[src/lpi_pkg.sv]
// Shared constants and payload types of the laser point interpolator.
`timescale 1ns / 1ps

package lpi_pkg;

    localparam int COORD_BITS   = 12;
    localparam int COLOR_BITS   = 8;
    localparam int SPACING_BITS = 12;
    localparam int MAX_STEPS    = 62;

    // signed coordinate difference and segment length
    localparam int DIST_BITS = COORD_BITS + 1;
    // sum of two squares
    localparam int SQ_BITS   = 2 * DIST_BITS;
    localparam int STEP_BITS = $clog2(MAX_STEPS + 1);
    // iteration counters of the serial units
    localparam int CNT_BITS  = $clog2(DIST_BITS + 1);

    localparam logic [SPACING_BITS-1:0] SPACING_RESET = SPACING_BITS'(100);

    localparam logic KIND_POINT = 1'b0;
    localparam logic KIND_COLOR = 1'b1;

    typedef struct packed {
        logic [COORD_BITS-1:0] in_x;
        logic [COORD_BITS-1:0] in_y;
        logic [COLOR_BITS-1:0] in_red;
        logic [COLOR_BITS-1:0] in_green;
        logic [COLOR_BITS-1:0] in_blue;
        logic                  first_of_segment;
        logic                  last_of_segment;
    } in_item_t;

    typedef struct packed {
        logic                  out_kind;
        logic [COORD_BITS-1:0] out_x;
        logic [COORD_BITS-1:0] out_y;
        logic [COLOR_BITS-1:0] out_red;
        logic [COLOR_BITS-1:0] out_green;
        logic [COLOR_BITS-1:0] out_blue;
        logic                  out_last;
    } out_item_t;

endpackage

[src/laser_point_interpolator.sv]
// Laser point interpolator: takes one polyline point per transfer and emits the
// plotted points and colour changes that follow from it, one result per transfer
// on the output. A point that opens a segment gives 2 or 3 results. Any other
// point first runs through the serial arithmetic: a start, shift-add squaring, a
// square root (two radicand bits per cycle), a division of the length by
// step_spacing and a division of both axis differences by the step count, each
// division one quotient bit per cycle. The n inserted points (n up to 62) then
// leave one per cycle while the output takes them, followed by the point itself
// and any colour result. With no point inserted the length division ends it;
// zero spacing skips that division and uses n = 62. A zero-length move skips the
// divisions. The output register holds one result, so the next point is taken
// while the last result still waits. step_spacing resets to 100; the user must
// write it through the cfg channel only while no point is in progress, and the
// block itself does not enforce this.
`timescale 1ns / 1ps

module laser_point_interpolator
(
    input  logic                                 clk,
    input  logic                                 rst_n,
    input  logic                                 in_valid,
    output logic                                 in_ready,
    input  lpi_pkg::in_item_t                    in_data,
    output logic                                 out_valid,
    input  logic                                 out_ready,
    output lpi_pkg::out_item_t                   out_data,
    input  logic                                 cfg_valid,
    output logic                                 cfg_ready,
    input  logic [lpi_pkg::SPACING_BITS-1:0]     cfg_data
);

    typedef enum logic [2:0] {
        S_IDLE,
        S_DIST,
        S_NDIV,
        S_ADIV,
        S_STEP,
        S_POINT,
        S_COLOR,
        S_BLACK
    } state_t;

    localparam int CB = lpi_pkg::COORD_BITS;
    localparam int DB = lpi_pkg::DIST_BITS;
    localparam int SB = lpi_pkg::STEP_BITS;
    localparam int PB = lpi_pkg::SPACING_BITS;

    state_t                  state_reg, state_next;
    lpi_pkg::in_item_t       cur_reg, cur_next;
    logic [CB-1:0]           prev_x_reg, prev_x_next;
    logic [CB-1:0]           prev_y_reg, prev_y_next;
    logic [PB-1:0]           spacing_reg, spacing_next;
    logic                    neg_x_reg, neg_x_next;
    logic                    neg_y_reg, neg_y_next;
    logic [CB-1:0]           mag_x_reg, mag_x_next;
    logic [CB-1:0]           mag_y_reg, mag_y_next;
    logic [SB-1:0]           n_reg, n_next;
    logic [DB-1:0]           qd_x_reg, qd_x_next;
    logic [DB-1:0]           qd_y_reg, qd_y_next;
    logic [SB-1:0]           rd_x_reg, rd_x_next;
    logic [SB-1:0]           rd_y_reg, rd_y_next;
    logic [DB-1:0]           q_x_reg, q_x_next;
    logic [DB-1:0]           q_y_reg, q_y_next;
    logic [SB-1:0]           r_x_reg, r_x_next;
    logic [SB-1:0]           r_y_reg, r_y_next;
    logic [SB-1:0]           step_cnt_reg, step_cnt_next;
    logic                    dist_start_reg, dist_start_next;
    logic                    div_start_reg, div_start_next;
    logic [DB-1:0]           diva_num_reg, diva_num_next;
    logic [PB-1:0]           diva_den_reg, diva_den_next;
    logic [DB-1:0]           divb_num_reg, divb_num_next;
    logic [PB-1:0]           divb_den_reg, divb_den_next;
    logic                    out_valid_reg, out_valid_next;
    lpi_pkg::out_item_t      out_data_reg, out_data_next;

    logic                    dist_done;
    logic [DB-1:0]           dist_value;
    logic                    diva_done;
    logic [DB-1:0]           diva_quo;
    logic [PB-1:0]           diva_rem;
    logic                    divb_done;
    logic [DB-1:0]           divb_quo;
    logic [PB-1:0]           divb_rem;

    logic                    in_xfer;
    logic                    out_free;
    logic [DB-1:0]           dx_new;
    logic [DB-1:0]           dy_new;
    logic [SB-1:0]           n_sat;
    logic [SB-1:0]           rem_x;
    logic [SB-1:0]           rem_y;
    logic [SB:0]             rsum_x;
    logic [SB:0]             rsum_y;
    logic                    carry_x;
    logic                    carry_y;
    logic [DB-1:0]           q_x_step;
    logic [DB-1:0]           q_y_step;

    lpi_dist u_dist
    (
        .clk   (clk),
        .rst_n (rst_n),
        .start (dist_start_reg),
        .mag_x (mag_x_reg),
        .mag_y (mag_y_reg),
        .done  (dist_done),
        .len   (dist_value)
    );

    // divider A does length / spacing, then |dx| / n; divider B does |dy| / n
    lpi_div u_div_a
    (
        .clk   (clk),
        .rst_n (rst_n),
        .start (div_start_reg),
        .num   (diva_num_reg),
        .den   (diva_den_reg),
        .done  (diva_done),
        .quo   (diva_quo),
        .rem   (diva_rem)
    );

    lpi_div u_div_b
    (
        .clk   (clk),
        .rst_n (rst_n),
        .start (div_start_reg),
        .num   (divb_num_reg),
        .den   (divb_den_reg),
        .done  (divb_done),
        .quo   (divb_quo),
        .rem   (divb_rem)
    );

    assign in_ready  = (state_reg == S_IDLE);
    assign cfg_ready = 1'b1;
    assign in_xfer   = in_valid && in_ready;
    assign out_free  = !out_valid_reg || out_ready;

    assign dx_new = {1'b0, in_data.in_x} - {1'b0, prev_x_reg};
    assign dy_new = {1'b0, in_data.in_y} - {1'b0, prev_y_reg};

    assign n_sat = (diva_quo > DB'(lpi_pkg::MAX_STEPS)) ? SB'(lpi_pkg::MAX_STEPS)
                                                          : diva_quo[SB-1:0];
    assign rem_x = diva_rem[SB-1:0];
    assign rem_y = divb_rem[SB-1:0];

    // running floor(i*d/n) kept as quotient plus remainder below n
    assign rsum_x   = {1'b0, r_x_reg} + {1'b0, rd_x_reg};
    assign rsum_y   = {1'b0, r_y_reg} + {1'b0, rd_y_reg};
    assign carry_x  = (rsum_x >= {1'b0, n_reg});
    assign carry_y  = (rsum_y >= {1'b0, n_reg});
    assign q_x_step = q_x_reg + qd_x_reg + DB'(carry_x);
    assign q_y_step = q_y_reg + qd_y_reg + DB'(carry_y);

    always_comb
    begin
        state_next      = state_reg;
        cur_next        = cur_reg;
        prev_x_next     = prev_x_reg;
        prev_y_next     = prev_y_reg;
        spacing_next    = spacing_reg;
        neg_x_next      = neg_x_reg;
        neg_y_next      = neg_y_reg;
        mag_x_next      = mag_x_reg;
        mag_y_next      = mag_y_reg;
        n_next          = n_reg;
        qd_x_next       = qd_x_reg;
        qd_y_next       = qd_y_reg;
        rd_x_next       = rd_x_reg;
        rd_y_next       = rd_y_reg;
        q_x_next        = q_x_reg;
        q_y_next        = q_y_reg;
        r_x_next        = r_x_reg;
        r_y_next        = r_y_reg;
        step_cnt_next   = step_cnt_reg;
        dist_start_next = 1'b0;
        div_start_next  = 1'b0;
        diva_num_next   = diva_num_reg;
        diva_den_next   = diva_den_reg;
        divb_num_next   = divb_num_reg;
        divb_den_next   = divb_den_reg;
        out_valid_next  = out_valid_reg && !out_ready;
        out_data_next   = out_data_reg;

        if (cfg_valid)
        begin
            spacing_next = cfg_data;
        end

        case (state_reg)
            S_IDLE:
            begin
                if (in_xfer)
                begin
                    cur_next   = in_data;
                    neg_x_next = dx_new[DB-1];
                    neg_y_next = dy_new[DB-1];
                    mag_x_next = dx_new[DB-1] ? CB'(DB'(0) - dx_new) : dx_new[CB-1:0];
                    mag_y_next = dy_new[DB-1] ? CB'(DB'(0) - dy_new) : dy_new[CB-1:0];
                    if (in_data.first_of_segment)
                    begin
                        state_next = S_POINT;
                    end
                    else
                    begin
                        dist_start_next = 1'b1;
                        state_next      = S_DIST;
                    end
                end
            end
            S_DIST:
            begin
                if (dist_done)
                begin
                    if (dist_value == '0)
                    begin
                        state_next = S_POINT;
                    end
                    else if (spacing_reg == '0)
                    begin
                        n_next         = SB'(lpi_pkg::MAX_STEPS);
                        diva_num_next  = {1'b0, mag_x_reg};
                        diva_den_next  = PB'(lpi_pkg::MAX_STEPS);
                        divb_num_next  = {1'b0, mag_y_reg};
                        divb_den_next  = PB'(lpi_pkg::MAX_STEPS);
                        div_start_next = 1'b1;
                        state_next     = S_ADIV;
                    end
                    else
                    begin
                        diva_num_next  = dist_value;
                        diva_den_next  = spacing_reg;
                        div_start_next = 1'b1;
                        state_next     = S_NDIV;
                    end
                end
            end
            S_NDIV:
            begin
                if (diva_done)
                begin
                    n_next = n_sat;
                    if (n_sat == '0)
                    begin
                        state_next = S_POINT;
                    end
                    else
                    begin
                        diva_num_next  = {1'b0, mag_x_reg};
                        diva_den_next  = {{(PB - SB){1'b0}}, n_sat};
                        divb_num_next  = {1'b0, mag_y_reg};
                        divb_den_next  = {{(PB - SB){1'b0}}, n_sat};
                        div_start_next = 1'b1;
                        state_next     = S_ADIV;
                    end
                end
            end
            S_ADIV:
            begin
                // both dividers run in lockstep and finish together
                if (diva_done && divb_done)
                begin
                    // floor division of a negative difference rounds away from zero
                    if (neg_x_reg)
                    begin
                        qd_x_next = DB'(0) - diva_quo - DB'(rem_x != '0);
                        rd_x_next = (rem_x != '0) ? n_reg - rem_x : '0;
                    end
                    else
                    begin
                        qd_x_next = diva_quo;
                        rd_x_next = rem_x;
                    end
                    if (neg_y_reg)
                    begin
                        qd_y_next = DB'(0) - divb_quo - DB'(rem_y != '0);
                        rd_y_next = (rem_y != '0) ? n_reg - rem_y : '0;
                    end
                    else
                    begin
                        qd_y_next = divb_quo;
                        rd_y_next = rem_y;
                    end
                    q_x_next      = '0;
                    q_y_next      = '0;
                    r_x_next      = '0;
                    r_y_next      = '0;
                    step_cnt_next = '0;
                    state_next    = S_STEP;
                end
            end
            S_STEP:
            begin
                if (out_free)
                begin
                    q_x_next = q_x_step;
                    q_y_next = q_y_step;
                    r_x_next = carry_x ? SB'(rsum_x - {1'b0, n_reg}) : rsum_x[SB-1:0];
                    r_y_next = carry_y ? SB'(rsum_y - {1'b0, n_reg}) : rsum_y[SB-1:0];
                    out_valid_next          = 1'b1;
                    out_data_next           = '0;
                    out_data_next.out_kind  = lpi_pkg::KIND_POINT;
                    out_data_next.out_x     = prev_x_reg + q_x_step[CB-1:0];
                    out_data_next.out_y     = prev_y_reg + q_y_step[CB-1:0];
                    step_cnt_next           = step_cnt_reg + 1'b1;
                    if (step_cnt_reg + 1'b1 == n_reg)
                    begin
                        state_next = S_POINT;
                    end
                end
            end
            S_POINT:
            begin
                if (out_free)
                begin
                    out_valid_next          = 1'b1;
                    out_data_next           = '0;
                    out_data_next.out_kind  = lpi_pkg::KIND_POINT;
                    out_data_next.out_x     = cur_reg.in_x;
                    out_data_next.out_y     = cur_reg.in_y;
                    out_data_next.out_last  = !cur_reg.first_of_segment
                                              && !cur_reg.last_of_segment;
                    prev_x_next = cur_reg.in_x;
                    prev_y_next = cur_reg.in_y;
                    if (cur_reg.first_of_segment)
                    begin
                        state_next = S_COLOR;
                    end
                    else if (cur_reg.last_of_segment)
                    begin
                        state_next = S_BLACK;
                    end
                    else
                    begin
                        state_next = S_IDLE;
                    end
                end
            end
            S_COLOR:
            begin
                if (out_free)
                begin
                    out_valid_next          = 1'b1;
                    out_data_next           = '0;
                    out_data_next.out_kind  = lpi_pkg::KIND_COLOR;
                    out_data_next.out_red   = cur_reg.in_red;
                    out_data_next.out_green = cur_reg.in_green;
                    out_data_next.out_blue  = cur_reg.in_blue;
                    out_data_next.out_last  = !cur_reg.last_of_segment;
                    state_next = cur_reg.last_of_segment ? S_BLACK : S_IDLE;
                end
            end
            S_BLACK:
            begin
                if (out_free)
                begin
                    out_valid_next          = 1'b1;
                    out_data_next           = '0;
                    out_data_next.out_kind  = lpi_pkg::KIND_COLOR;
                    out_data_next.out_last  = 1'b1;
                    state_next              = S_IDLE;
                end
            end
            default:
            begin
                state_next = S_IDLE;
            end
        endcase
    end

    always_ff @(posedge clk or negedge rst_n)
    begin
        if (!rst_n)
        begin
            state_reg      <= S_IDLE;
            cur_reg        <= '0;
            prev_x_reg     <= '0;
            prev_y_reg     <= '0;
            spacing_reg    <= lpi_pkg::SPACING_RESET;
            neg_x_reg      <= 1'b0;
            neg_y_reg      <= 1'b0;
            mag_x_reg      <= '0;
            mag_y_reg      <= '0;
            n_reg          <= '0;
            qd_x_reg       <= '0;
            qd_y_reg       <= '0;
            rd_x_reg       <= '0;
            rd_y_reg       <= '0;
            q_x_reg        <= '0;
            q_y_reg        <= '0;
            r_x_reg        <= '0;
            r_y_reg        <= '0;
            step_cnt_reg   <= '0;
            dist_start_reg <= 1'b0;
            div_start_reg  <= 1'b0;
            diva_num_reg   <= '0;
            diva_den_reg   <= '0;
            divb_num_reg   <= '0;
            divb_den_reg   <= '0;
            out_valid_reg  <= 1'b0;
            out_data_reg   <= '0;
        end
        else
        begin
            state_reg      <= state_next;
            cur_reg        <= cur_next;
            prev_x_reg     <= prev_x_next;
            prev_y_reg     <= prev_y_next;
            spacing_reg    <= spacing_next;
            neg_x_reg      <= neg_x_next;
            neg_y_reg      <= neg_y_next;
            mag_x_reg      <= mag_x_next;
            mag_y_reg      <= mag_y_next;
            n_reg          <= n_next;
            qd_x_reg       <= qd_x_next;
            qd_y_reg       <= qd_y_next;
            rd_x_reg       <= rd_x_next;
            rd_y_reg       <= rd_y_next;
            q_x_reg        <= q_x_next;
            q_y_reg        <= q_y_next;
            r_x_reg        <= r_x_next;
            r_y_reg        <= r_y_next;
            step_cnt_reg   <= step_cnt_next;
            dist_start_reg <= dist_start_next;
            div_start_reg  <= div_start_next;
            diva_num_reg   <= diva_num_next;
            diva_den_reg   <= diva_den_next;
            divb_num_reg   <= divb_num_next;
            divb_den_reg   <= divb_den_next;
            out_valid_reg  <= out_valid_next;
            out_data_reg   <= out_data_next;
        end
    end

    assign out_valid = out_valid_reg;
    assign out_data  = out_data_reg;

endmodule

[src/lpi_div.sv]
// Bit-serial restoring divider: one quotient bit per cycle.
`timescale 1ns / 1ps

module lpi_div
(
    input  logic                                clk,
    input  logic                                rst_n,
    input  logic                                start,
    input  logic [lpi_pkg::DIST_BITS-1:0]       num,
    input  logic [lpi_pkg::SPACING_BITS-1:0]    den,
    output logic                                done,
    output logic [lpi_pkg::DIST_BITS-1:0]       quo,
    output logic [lpi_pkg::SPACING_BITS-1:0]    rem
);

    typedef enum logic {
        V_IDLE,
        V_RUN
    } phase_t;

    phase_t                              phase_reg, phase_next;
    logic [lpi_pkg::CNT_BITS-1:0]        cnt_reg, cnt_next;
    logic [lpi_pkg::DIST_BITS-1:0]       num_reg, num_next;
    logic [lpi_pkg::SPACING_BITS-1:0]    rem_reg, rem_next;
    logic [lpi_pkg::SPACING_BITS-1:0]    den_reg, den_next;
    logic                                done_reg, done_next;
    logic [lpi_pkg::SPACING_BITS:0]      trial;
    logic                                fits;

    // partial remainder with the next dividend bit brought down
    assign trial = {rem_reg, num_reg[lpi_pkg::DIST_BITS-1]};
    assign fits  = (trial >= {1'b0, den_reg});

    always_comb
    begin
        phase_next = phase_reg;
        cnt_next   = cnt_reg;
        num_next   = num_reg;
        rem_next   = rem_reg;
        den_next   = den_reg;
        done_next  = 1'b0;
        case (phase_reg)
            V_IDLE:
            begin
                if (start)
                begin
                    num_next   = num;
                    den_next   = den;
                    rem_next   = '0;
                    cnt_next   = '0;
                    phase_next = V_RUN;
                end
            end
            V_RUN:
            begin
                if (fits)
                begin
                    rem_next = lpi_pkg::SPACING_BITS'(trial - {1'b0, den_reg});
                end
                else
                begin
                    rem_next = trial[lpi_pkg::SPACING_BITS-1:0];
                end
                num_next = {num_reg[lpi_pkg::DIST_BITS-2:0], fits};
                cnt_next = cnt_reg + 1'b1;
                if (cnt_reg == lpi_pkg::CNT_BITS'(lpi_pkg::DIST_BITS - 1))
                begin
                    done_next  = 1'b1;
                    phase_next = V_IDLE;
                end
            end
            default:
            begin
                phase_next = V_IDLE;
            end
        endcase
    end

    always_ff @(posedge clk or negedge rst_n)
    begin
        if (!rst_n)
        begin
            phase_reg <= V_IDLE;
            cnt_reg   <= '0;
            num_reg   <= '0;
            rem_reg   <= '0;
            den_reg   <= '0;
            done_reg  <= 1'b0;
        end
        else
        begin
            phase_reg <= phase_next;
            cnt_reg   <= cnt_next;
            num_reg   <= num_next;
            rem_reg   <= rem_next;
            den_reg   <= den_next;
            done_reg  <= done_next;
        end
    end

    assign done = done_reg;
    assign quo  = num_reg;
    assign rem  = rem_reg;

endmodule

[src/lpi_dist.sv]
// Segment length: serial shift-add squares, then a two-bits-per-cycle square root.
`timescale 1ns / 1ps

module lpi_dist
(
    input  logic                             clk,
    input  logic                             rst_n,
    input  logic                             start,
    input  logic [lpi_pkg::COORD_BITS-1:0]   mag_x,
    input  logic [lpi_pkg::COORD_BITS-1:0]   mag_y,
    output logic                             done,
    output logic [lpi_pkg::DIST_BITS-1:0]    len
);

    typedef enum logic [1:0] {
        D_IDLE,
        D_SQUARE,
        D_ROOT
    } phase_t;

    localparam int RAD_BITS = lpi_pkg::DIST_BITS + 3;
    localparam int REM_BITS = lpi_pkg::DIST_BITS + 1;

    phase_t                             phase_reg, phase_next;
    logic [lpi_pkg::CNT_BITS-1:0]       cnt_reg, cnt_next;
    logic [lpi_pkg::SQ_BITS-1:0]        mcx_reg, mcx_next;
    logic [lpi_pkg::SQ_BITS-1:0]        mcy_reg, mcy_next;
    logic [lpi_pkg::COORD_BITS-1:0]     mlx_reg, mlx_next;
    logic [lpi_pkg::COORD_BITS-1:0]     mly_reg, mly_next;
    logic [lpi_pkg::SQ_BITS-1:0]        acc_reg, acc_next;
    logic [REM_BITS-1:0]                rem_reg, rem_next;
    logic [lpi_pkg::DIST_BITS-1:0]      root_reg, root_next;
    logic                               done_reg, done_next;
    logic [RAD_BITS-1:0]                rad;
    logic [RAD_BITS-1:0]                trial;

    // remainder with the next two radicand bits, against 4*root + 1
    assign rad   = {rem_reg, acc_reg[lpi_pkg::SQ_BITS-1 -: 2]};
    assign trial = {1'b0, root_reg, 2'b01};

    always_comb
    begin
        phase_next = phase_reg;
        cnt_next   = cnt_reg;
        mcx_next   = mcx_reg;
        mcy_next   = mcy_reg;
        mlx_next   = mlx_reg;
        mly_next   = mly_reg;
        acc_next   = acc_reg;
        rem_next   = rem_reg;
        root_next  = root_reg;
        done_next  = 1'b0;
        case (phase_reg)
            D_IDLE:
            begin
                if (start)
                begin
                    mcx_next   = lpi_pkg::SQ_BITS'(mag_x);
                    mcy_next   = lpi_pkg::SQ_BITS'(mag_y);
                    mlx_next   = mag_x;
                    mly_next   = mag_y;
                    acc_next   = '0;
                    cnt_next   = '0;
                    phase_next = D_SQUARE;
                end
            end
            D_SQUARE:
            begin
                acc_next = acc_reg + (mlx_reg[0] ? mcx_reg : '0)
                                   + (mly_reg[0] ? mcy_reg : '0);
                mcx_next = mcx_reg << 1;
                mcy_next = mcy_reg << 1;
                mlx_next = mlx_reg >> 1;
                mly_next = mly_reg >> 1;
                cnt_next = cnt_reg + 1'b1;
                if (cnt_reg == lpi_pkg::CNT_BITS'(lpi_pkg::COORD_BITS - 1))
                begin
                    cnt_next   = '0;
                    rem_next   = '0;
                    root_next  = '0;
                    phase_next = D_ROOT;
                end
            end
            D_ROOT:
            begin
                if (rad >= trial)
                begin
                    rem_next  = REM_BITS'(rad - trial);
                    root_next = {root_reg[lpi_pkg::DIST_BITS-2:0], 1'b1};
                end
                else
                begin
                    rem_next  = rad[REM_BITS-1:0];
                    root_next = {root_reg[lpi_pkg::DIST_BITS-2:0], 1'b0};
                end
                acc_next = acc_reg << 2;
                cnt_next = cnt_reg + 1'b1;
                if (cnt_reg == lpi_pkg::CNT_BITS'(lpi_pkg::DIST_BITS - 1))
                begin
                    done_next  = 1'b1;
                    phase_next = D_IDLE;
                end
            end
            default:
            begin
                phase_next = D_IDLE;
            end
        endcase
    end

    always_ff @(posedge clk or negedge rst_n)
    begin
        if (!rst_n)
        begin
            phase_reg <= D_IDLE;
            cnt_reg   <= '0;
            mcx_reg   <= '0;
            mcy_reg   <= '0;
            mlx_reg   <= '0;
            mly_reg   <= '0;
            acc_reg   <= '0;
            rem_reg   <= '0;
            root_reg  <= '0;
            done_reg  <= 1'b0;
        end
        else
        begin
            phase_reg <= phase_next;
            cnt_reg   <= cnt_next;
            mcx_reg   <= mcx_next;
            mcy_reg   <= mcy_next;
            mlx_reg   <= mlx_next;
            mly_reg   <= mly_next;
            acc_reg   <= acc_next;
            rem_reg   <= rem_next;
            root_reg  <= root_next;
            done_reg  <= done_next;
        end
    end

    assign done = done_reg;
    assign len  = root_reg;

endmodule

[config.mk]
export PLATFORM = sky130hd
export DESIGN_NAME = laser_point_interpolator
export DESIGN_NICKNAME = d
export VERILOG_FILES = /design/src/lpi_pkg.sv /design/src/laser_point_interpolator.sv /design/src/lpi_div.sv /design/src/lpi_dist.sv
export SDC_FILE = /design/constraint.sdc
export NUM_CORES = 1
export LEC_CHECK = 0
export ABC_AREA = 1
export BUFFER_PORTS_ARGS = -buffer_cell sky130_fd_sc_hd__buf_2
export CAP_MARGIN = 10
export CORE_ASPECT_RATIO = 1.4
export CORE_MARGIN = 1
export CORE_UTILIZATION = 60
export DETAILED_ROUTE_END_ITERATION = 8
export GPL_ROUTABILITY_DRIVEN = 1
export MAX_ROUTING_LAYER = met4
export PLACE_DENSITY = 0.79
export SYNTH_ARGS = -nofsm -noshare
export SYNTH_HDL_FRONTEND = slang
export SYNTH_SLANG_ARGS = --single-unit
[constraint.sdc]
create_clock -name clk -period 9.2 [get_ports clk]
set_clock_uncertainty 0.05 [all_clocks]
set_input_delay 1.84 -clock clk [delete_from_list [all_inputs] [get_ports clk]]
set_output_delay 1.84 -clock clk [all_outputs]
set_load 0.02 [all_outputs]
==> run_results.csv <==
group,metric,value,unit
outcome,status,"finished clean",
clock_network,cts-root-buf,"clkbuf_16",
yosys,synth.avg_cell_area,7.65,um2
global_route,grt_max_degree,175,
yosys,ys_warn_count,0,
yosys,synth-seq-area-share,40.5,%
global_route,grt_use_met3,3.79,%
finish,drive_above_1_share,6.69,%
drt,post-route-drc-count,0,
yosys,dominantRegCellSynth,"dfrtp_1",
critical_path,path_max_fanout,7,
clock_network,cts_resized,0,
global_route,grt_remaining_overflow,0,
timing,worst_hold_slack,0.428,ns
critical_path,crit_path_start_kind,"register",
floorplan,ioPinCount,120,
worst_hold_path,holdCritPathClass,"register to register",
drt,vias_per_cell,5.71,
clock_network,clkSlewWorstSetupHoldPaths,0.07,ns
floorplan,die_area,53600,um2
yosys,syn_inst,4131,
timing,worst_pin_slew,1.08,ns
flow_run,drv_cap,0,
drt,wirelength,83900,um
timing,drv_slew,0,
timing,hold_viol,0,
clock_network,cts_hold_buffers,0,
yosys,synthArstFlopShare,100,%
global_route,grt_use_total,32.8,%
timing,fin_crit,5.52,ns
global_route,grtUsageMet1,38.5,%
place,place_hpwl,61200,um
worst_hold_path,hold_start,"cur_reg[12]",
place,gp_congestion,0.989,
worst_hold_path,holdPathStages,2,
critical_path,worstReg2RegEnd,"out_data[48]",
critical_path,required,9.68,ns
clock_network,cts_setup_buffers,0,
timing,rsz0062_at_grt,"false",
timing,fin_crit_sh,60.0,%
critical_path,regToRegSetupSlack,3.68,ns
yosys,synth_nets,4448,
clock_network,clock-sinks,511,
pwr,ir_drop,0.000343,V
yosys,yosysUniqueCellTypes,57,
critical_path,cpMostUsedCell,"nand2_1",
floorplan,initial_core_util,60.7,%
global_route,antenna_found_initial,1,
floorplan,die_h,273,um
clock_network,clk_path_buf_depth,3,
global_route,grt_pass1_vias,27300,
critical_path,crit_path_end_kind,"register",
drt,wire_per_inst,17.2,um
yosys,synth_edf_count,0,
global_route,grt_pass1_wl,137000,um
pwr,p_leak,18.0,nW
drt,vias,27900,
clock_network,insertion_delay,0.63,ns
timing,max-slew-margin-rel,27.5,%
critical_path,worstSetupPathType,"register to register",
floorplan,num_rows,99,
clock_network,cts_buffers,49,
global_route,top_usage_layer,"met2",
floorplan,core,52000,um2
clock_network,cts_tree,"yes",
critical_path,r2r-start,"r_x_reg[0]",
finish,layout.nets,4505,
timing,fmax,181,MHz
drt,drtPass1Iterations,8,
pwr,power_density,361,nW/um2
yosys,synth_seq_cells,511,
critical_path,max_stage_delay,0.42,ns
yosys,syn_area,31600,um2
global_route,use_met2,56.6,%
critical_path,cp_data_arrival_time,5.99,ns
timing,setup_tns,0,ns
place,io_buffers,118,
clock_network,htreeDepth,2,
drt,first_iter_violations,1878,
critical_path,r2r_cells,29,
worst_hold_path,whs_endpoint,"cur_reg[12]",
drt,postRouteAntennaNets,0,
finish,syn2layout_area_growth,8.85,%
floorplan,die_w,196,um
timing,setup_viol_count_final,0,
critical_path,cp_slowest_cell,"fa_1",
stage by stage:
stage | util (%) | power [W] | cells | setup WS [ns] | cell area [um2]
5_1_grt | 66.1 | 0.0135 | 4886 | 3.12 | 34400
4_1_cts | 66.1 | 0.0124 | 4885 | 3.73 | 34400
6_report | 66.1 | 0.0124 | 4886 | 3.68 | 34400
2_1_floorplan | - | 0.00841 | 4131 | 4.41 | 31600
3_3_place_gp | 62.8 | 0.00997 | 4793 | 3.90 | 32700
3_5_place_dp | 62.8 | 0.0101 | 4793 | 3.76 | 32700
cell usage after synthesis (6+ instances only):
cell type | count | area [um2]
a21o_1 | 20 | 150
ha_1 | 208 | 2600
nand2_1 | 1172 | 4400
o221ai_1 | 13 | 114
a22oi_1 | 17 | 128
nand3b_1 | 10 | 75.1
fa_1 | 42 | 841
nor3_1 | 28 | 140
a21oi_1 | 226 | 1130
buf_1 | 8 | 30.0
xor2_1 | 68 | 596
nor2_1 | 254 | 953
o211ai_1 | 16 | 120
dfrtp_1 | 508 | 12700
nor2_2 | 6 | 37.5
nand4_1 | 45 | 282
o31ai_1 | 9 | 67.6
a31o_2 | 6 | 52.6
o22ai_1 | 74 | 463
clkbuf_1 | 90 | 338
inv_2 | 12 | 45.0
o21ai_1 | 10 | 50.1
o21ai_0 | 347 | 1740
a22o_1 | 9 | 78.8
buf_2 | 34 | 170
a31oi_1 | 55 | 344
nand3_1 | 193 | 966
xnor2_1 | 29 | 254
o21bai_1 | 17 | 128
or2_2 | 9 | 56.3
inv_1 | 545 | 2050
kinds of logic after synthesis:
logic type / synth area share (%)
and+or+nand+nor: 22.3
AOI/OAI and AO/OA: 15.1
buffers and inverters: 8.46
DFF: 40.5
adders and majority gates: 10.9
xor gates and xnor gates: 2.69
muxes: 0.0713
other: 0.0119
worst max-delay path by stage:
stage | start | end | depth (start not counted)
2_1_floorplan | rd_x_reg[0] | out_data[48] | 29
3_3_place_gp | r_y_reg[0] | out_data[34] | 29
3_5_place_dp | r_x_reg[0] | out_data[48] | 29
4_1_cts | rd_x_reg[0] | out_data[48] | 29
5_1_grt | r_y_reg[0] | out_data[33] | 27
6_report | r_x_reg[0] | out_data[48] | 29
routing by layer:
metal  share of wire (%)  wire [um]  vias to the layer above
met2                  51      42500                      793
met1                  40      33200                    13300
met5                   0          0                        -
li1                    -          -                    13600
met4                 4.3       3640                        0
met3                 5.3       4450                      197
where the power goes:
group / internal, W / switching, W
Clock: 0.00126 / 0.000932
Sequential: 0.00308 / 0.000772
Combinational: 0.00219 / 0.00419
layout by cell type, fill, tap and decap left out, types with 13 or more instances in the layout:
cell       synthesis  routed
a21o_1            20      20
a21oi_1          226     226
a22oi_1           17      17
a31oi_1           55      55
buf_2             34     117
buf_4              4      23
clkbuf_16          0      49
dfrtp_1          508     508
fa_1              42      42
ha_1             208     208
inv_1            545     544
inv_2             12      13
nand2_1         1172    1171
nand3_1          193     193
nand4_1           45      45
nor2_1           254     253
nor3_1            28      28
o211ai_1          16      16
o21ai_0          347     347
o21bai_1          17      17
o221ai_1          13      13
o22ai_1           74      74
xnor2_1           29      29
xor2_1            68      68
final cells by class:
type	count	area, um2
clock buffer	67	1380
timing repair buffer	143	813
fill	4474	17600
clock inverter	25	345
tap	656	821
sequential	511	12800
antenna	1	2.50
multi-input combinational	2925	16100
inverter	558	2090
worst max-delay path: cells and delay by family, from the launching register on:
family,cells,cell delay [ns]
AO/OA/AOI/OAI,8,1.26
adder cells (fa/ha/maj),6,2.04
flip-flops,1,0.35
buffers and inverters,4,0.37
XOR/XNOR,2,0.38
AND/OR/NAND/NOR,9,1.00
No activity file was read; power rests on OpenSTA's default activity.
